$ cat src/rtl/stde_pkg.sv
// ----------------------------------------------------------------------------
// stde_pkg
// Shared constants and types for the spot table with dedup, eviction and
// expiry.
// ----------------------------------------------------------------------------
package stde_pkg;

  localparam int SLOTS = 128;
  localparam int IDX_W = $clog2(SLOTS);
  localparam int CNT_W = $clog2(SLOTS + 1);

  localparam int KEY_W    = 64;
  localparam int BAND_W   = 5;
  localparam int TIME_W   = 32;
  localparam int MASK_W   = 16;
  localparam int AGE_W    = 17;
  localparam int OP_W     = 2;
  localparam int COUNT_W  = 8;
  localparam int SLOT_W   = 7;

  localparam logic [AGE_W-1:0] MAX_AGE_RESET = AGE_W'(900);

  localparam logic [OP_W-1:0] OP_ADD    = 2'd0;
  localparam logic [OP_W-1:0] OP_FILTER = 2'd1;
  localparam logic [OP_W-1:0] OP_EXPIRE = 2'd2;
  localparam logic [OP_W-1:0] OP_NONE   = 2'd3;

  typedef struct packed {
    logic [KEY_W-1:0]  key;
    logic [BAND_W-1:0] band;
    logic [TIME_W-1:0] stime;
  } entry_t;

  typedef struct packed {
    logic             start;
    logic [OP_W-1:0]  op;
    logic [IDX_W-1:0] rd_addr;
    logic             eval;
    logic [IDX_W-1:0] eval_idx;
    logic             write;
    logic             load_out;
  } ctl_cmd_t;

  typedef struct packed {
    logic out_hold;
  } dp_stat_t;

endpackage

$ cat src/rtl/stde_ctrl.sv
// ----------------------------------------------------------------------------
// stde_ctrl
// Sequencer: takes a beat, sweeps the slots once (no sweep for opcode 3),
// writes the chosen slot on add and hands the result to the output register.
// ----------------------------------------------------------------------------
module stde_ctrl (
  input  logic                          clk,
  input  logic                          rst_n,
  input  logic                          in_valid,
  input  logic [stde_pkg::OP_W-1:0]     in_opcode,
  output logic                          in_stall,
  input  stde_pkg::dp_stat_t            stat,
  output stde_pkg::ctl_cmd_t            cmd
);

  localparam logic [1:0] ST_IDLE  = 2'd0;
  localparam logic [1:0] ST_SCAN  = 2'd1;
  localparam logic [1:0] ST_WRITE = 2'd2;
  localparam logic [1:0] ST_DONE  = 2'd3;

  logic [1:0]                 state_r, state_nxt;
  logic [stde_pkg::CNT_W-1:0] cnt_r, cnt_nxt;
  logic [stde_pkg::OP_W-1:0]  op_r, op_nxt;
  logic [stde_pkg::CNT_W-1:0] cnt_m1;

  assign cnt_m1 = cnt_r - stde_pkg::CNT_W'(1);

  always_comb begin
    state_nxt     = state_r;
    cnt_nxt       = cnt_r;
    op_nxt        = op_r;
    in_stall      = 1'b1;
    cmd           = '0;
    cmd.op        = op_r;
    cmd.rd_addr   = cnt_r[stde_pkg::IDX_W-1:0];
    cmd.eval_idx  = cnt_m1[stde_pkg::IDX_W-1:0];
    case (state_r)
      ST_IDLE: begin
        in_stall = 1'b0;
        if (in_valid) begin
          cmd.start = 1'b1;
          op_nxt    = in_opcode;
          cnt_nxt   = '0;
          if (in_opcode == stde_pkg::OP_NONE) begin
            state_nxt = ST_DONE;
          end else begin
            state_nxt = ST_SCAN;
          end
        end
      end
      ST_SCAN: begin
        // reads lead evaluation: a slot is evaluated in the cycle after its read
        cmd.eval = (cnt_r != '0);
        cnt_nxt  = cnt_r + stde_pkg::CNT_W'(1);
        if (cnt_r == stde_pkg::CNT_W'(stde_pkg::SLOTS)) begin
          state_nxt = (op_r == stde_pkg::OP_ADD) ? ST_WRITE : ST_DONE;
        end
      end
      ST_WRITE: begin
        cmd.write = 1'b1;
        state_nxt = ST_DONE;
      end
      ST_DONE: begin
        if (!stat.out_hold) begin
          cmd.load_out = 1'b1;
          state_nxt    = ST_IDLE;
        end
      end
      default: begin
        state_nxt = ST_IDLE;
      end
    endcase
  end

  always_ff @(posedge clk) begin
    if (!rst_n) begin
      state_r <= ST_IDLE;
      cnt_r   <= '0;
      op_r    <= stde_pkg::OP_NONE;
    end else begin
      state_r <= state_nxt;
      cnt_r   <= cnt_nxt;
      op_r    <= op_nxt;
    end
  end

endmodule

$ cat config.mk
export PLATFORM = sky130hd
export DESIGN_NAME = stde_ctrl
export DESIGN_NICKNAME = d
export VERILOG_FILES = /design/src/rtl/stde_pkg.sv /design/src/rtl/stde_ctrl.sv
export SDC_FILE = /design/constraint.sdc
export NUM_CORES = 1
export LEC_CHECK = 0
export ABC_AREA = 1
export ABC_CLOCK_PERIOD_IN_PS = 4240
export BUFFER_PORTS_ARGS = -buffer_cell sky130_fd_sc_hd__buf_2
export CAP_MARGIN = 20
export CORE_ASPECT_RATIO = 0.8
export CORE_MARGIN = 2
export CORE_UTILIZATION = 30
export DETAILED_ROUTE_END_ITERATION = 16
export PLACE_DENSITY = 0.61
export SLEW_MARGIN = 30
export SYNTH_ARGS = -nofsm -noshare
export SYNTH_HDL_FRONTEND = slang
export SYNTH_SLANG_ARGS = --single-unit
$ cat constraint.sdc
create_clock -name clk -period 4.24 [get_ports clk]
set_input_delay 0.424 -clock clk [delete_from_list [all_inputs] [get_ports clk]]
set_output_delay 0.424 -clock clk [all_outputs]
set_load 0.02 [all_outputs]
==> impl_metrics.json <==
{
  "status": "finished, final reports clean",
  "final_layout_size_suffix_gt1_share_pct": 21.6,
  "cts.sinks": 12,
  "die_x_um": 63.7,
  "crit_path_max_fanout": 5,
  "ys_seq_elements": 12,
  "die_y_um": 51.8,
  "synthSimpleGateAreaFrac_pct": 29.7,
  "path_clk_slew_ns": 0.08,
  "syn_nets": 143,
  "syn_inst": 130,
  "cp_data_arrival_time_ns": 1.47,
  "yosys.area.top_type": "dfxtp_1",
  "relSlewSlack_pct": 80.3,
  "synth-xor-area-share_pct": 6.14,
  "final_util_pct": 37.1,
  "gr-usage-met3_pct": 4.11,
  "cts-resized-gates": 0,
  "finalClockSkew_ns": 0.00629,
  "use_met2_pct": 21.8,
  "routedWlPerCell_um": 9.63,
  "postCtsHoldBufs": 0,
  "synth_fa_ha_area_share_pct": 10.2,
  "first_pass_iters": 4,
  "critPathRequiredTime_ns": 3.82,
  "power_uw": 583,
  "final_nets": 167,
  "worst_hold_path_type": "primary input to register",
  "yosysWarnings": 0,
  "antenna_cells": 0,
  "max_freq_mhz": 529,
  "max-vdd-ir-drop_mv": 0.258,
  "io_pins": 27,
  "grt_first_pass_wirelength_mm": 3.18,
  "grt.busiest_layer": "met2",
  "die-area_um2": 3300,
  "grt_max_degree": 10,
  "synthesis.area_um2": 856,
  "use_met1_pct": 14.9,
  "rsz0062_at_grt": "no",
  "grt-ovfl-total": 0,
  "setup_viol": 0,
  "yosysUniqueCellTypes": 17,
  "cts-root-buf": "clkbuf_4",
  "setup_tns_ns": 0,
  "dp_hpwl_mm": 1.54,
  "routabilityCongestion": 0.824,
  "p_leak_uw": 0.000541,
  "synth_mux_area_share_pct": 0,
  "period_share_pct": 44.6,
  "start_util_pct": 31.2,
  "final_common_cell": "nand2_1",
  "placed_area_um2": 981,
  "startpoint_type": "register",
  "syn_area_per_cell_um2": 6.58,
  "cts_tree": "built",
  "numCtsBuffers": 3,
  "groute.usage.overall_pct": 12.4,
  "layout_min_cycle_time_ns": 1.89,
  "finalHoldViolCount": 0,
  "syn2layout_area_growth_pct": 18.9,
  "tightest_slew_ns": 0.296,
  "post_cts_buffers": 0,
  "criticalPathCategory": "register to output port",
  "power_density_nw_per_um2": 573,
  "synth_compound_area_share_pct": 9.65,
  "final_cell_mix": "nand2_1 (28), buf_2 (26), inv_1 (22)",
  "fillers": 332,
  "drc": 0,
  "grt_pass1_vias": 746,
  "synth_top_family_by_area": "simple AND/OR/NAND/NOR gates",
  "drv_cap": 0,
  "antenna_found_initial": 0,
  "rows": 17,
  "seq_area_frac_synth_pct": 28.1,
  "port_buffers": 26,
  "ys_top_cells_by_area": "dfxtp_1 (28%), nand2_1 (12%), ha_1 (10%)",
  "design.core.area_um2": 2740,
  "final_area_um2": 1020,
  "final_max_slew_viol_count": 0,
  "worstSkewPairLatency_ns": 0.28,
  "wl_mm": 1.84,
  "antenna_left": 0,
  "critPathCaptureType": "output port",
  "clockBufferDepth": 2,
  "avgViaCountPerCell": 4.31,
  "drt_iter0_markers": 51,
  "dr_total_vias": 823,
  "synth_top_area_share_pct": 28.1,
  "htree_levels": 1
}
-- through the flow --
stage | std cells | setup slack [ns] | hold slack, ns
final | 191 | 2.35 | 0.359
after global routing | 191 | 2.19 | 0.346
after CTS | 191 | 2.32 | 0.350
after detailed placement | 187 | 2.64 | 0.487
after global placement | 187 | 2.68 | 0.477
after floorplan | 130 | 2.57 | 0.459
-- sequential cells by signal (all words and copies together) (netlist names) --
| name | flops |
|---|---|
| state_r | 2 |
| op_r | 2 |
| cnt_r | 8 |
-- critical path, cell delays in order, from the launching register on --
cell and delay (ns):
dfxtp_1 0.40, inv_1 0.12, ha_1 0.25, nand3_1 0.11, xor2_1 0.14, buf_2 0.17
-- final cells by class --
cell class | count | area (um2) | share of cell area (%)
timing repair buffer | 26 | 130 | 12.8
multi-input combinational | 88 | 477 | 46.9
sequential | 12 | 240 | 23.6
inverter | 23 | 86.3 | 8.49
tap | 38 | 47.5 | 4.67
clock buffer | 4 | 36.3 | 3.57
-- cell families (layout without fill, tap and decap cells) --
| group | count (synthesis) | after routing |
|---|---|---|
| fa+ha+maj | 7 | 7 |
| buf+inv | 30 | 53 |
| xor+xnor | 6 | 6 |
| compound gates | 13 | 13 |
| simple gates | 62 | 62 |
| flops | 12 | 12 |
-- layer usage --
layer | vias up | wire [um] | share of wire, %
met1 | 358 | 854 | 46
li1 | 440 | - | -
met2 | 25 | 844 | 46
met4 | 0 | 0 | 0
met5 | - | 0 | 0
met3 | 0 | 140 | 7.6
-- final timing paths --
| path | from | end | slack (ns) | cells after the start |
|---|---|---|---|---|
| worst min-delay path | in_opcode[0] | op_r[0]$_SDFFE_PN1P_ | 0.36 | 3 |
| worst max-delay path | cnt_r[0]$_SDFFE_PN0P_ | cmd[8] | 2.35 | 5 |
| worst min register to register | op_r[0]$_SDFFE_PN1P_ | op_r[0]$_SDFFE_PN1P_ | 0.50 | 2 |
| worst max register to register | state_r[0]$_SDFFE_PN0P_ | state_r[0]$_SDFFE_PN0P_ | 2.64 | 8 |
-- cell usage after synthesis --
cell     number
nor2_1       20
buf_4         7
nand3_1       9
xor2_1        6
ha_1          7
a21oi_1       6
nand2_2       1
nor3_1        2
o21ai_0       4
nand4_1       2
o21ai_4       1
a41oi_1       1
dfxtp_1      12
nand2_1      28
inv_2         1
inv_1        22
o21a_1        1
-- where the power goes --
part | internal, uW | switching (uW)
sequential | 131 | 19.8
clock | 52.2 | 43.6
combinational | 111 | 225
total | 294 | 289
Power figures use the tool's default switching activity.
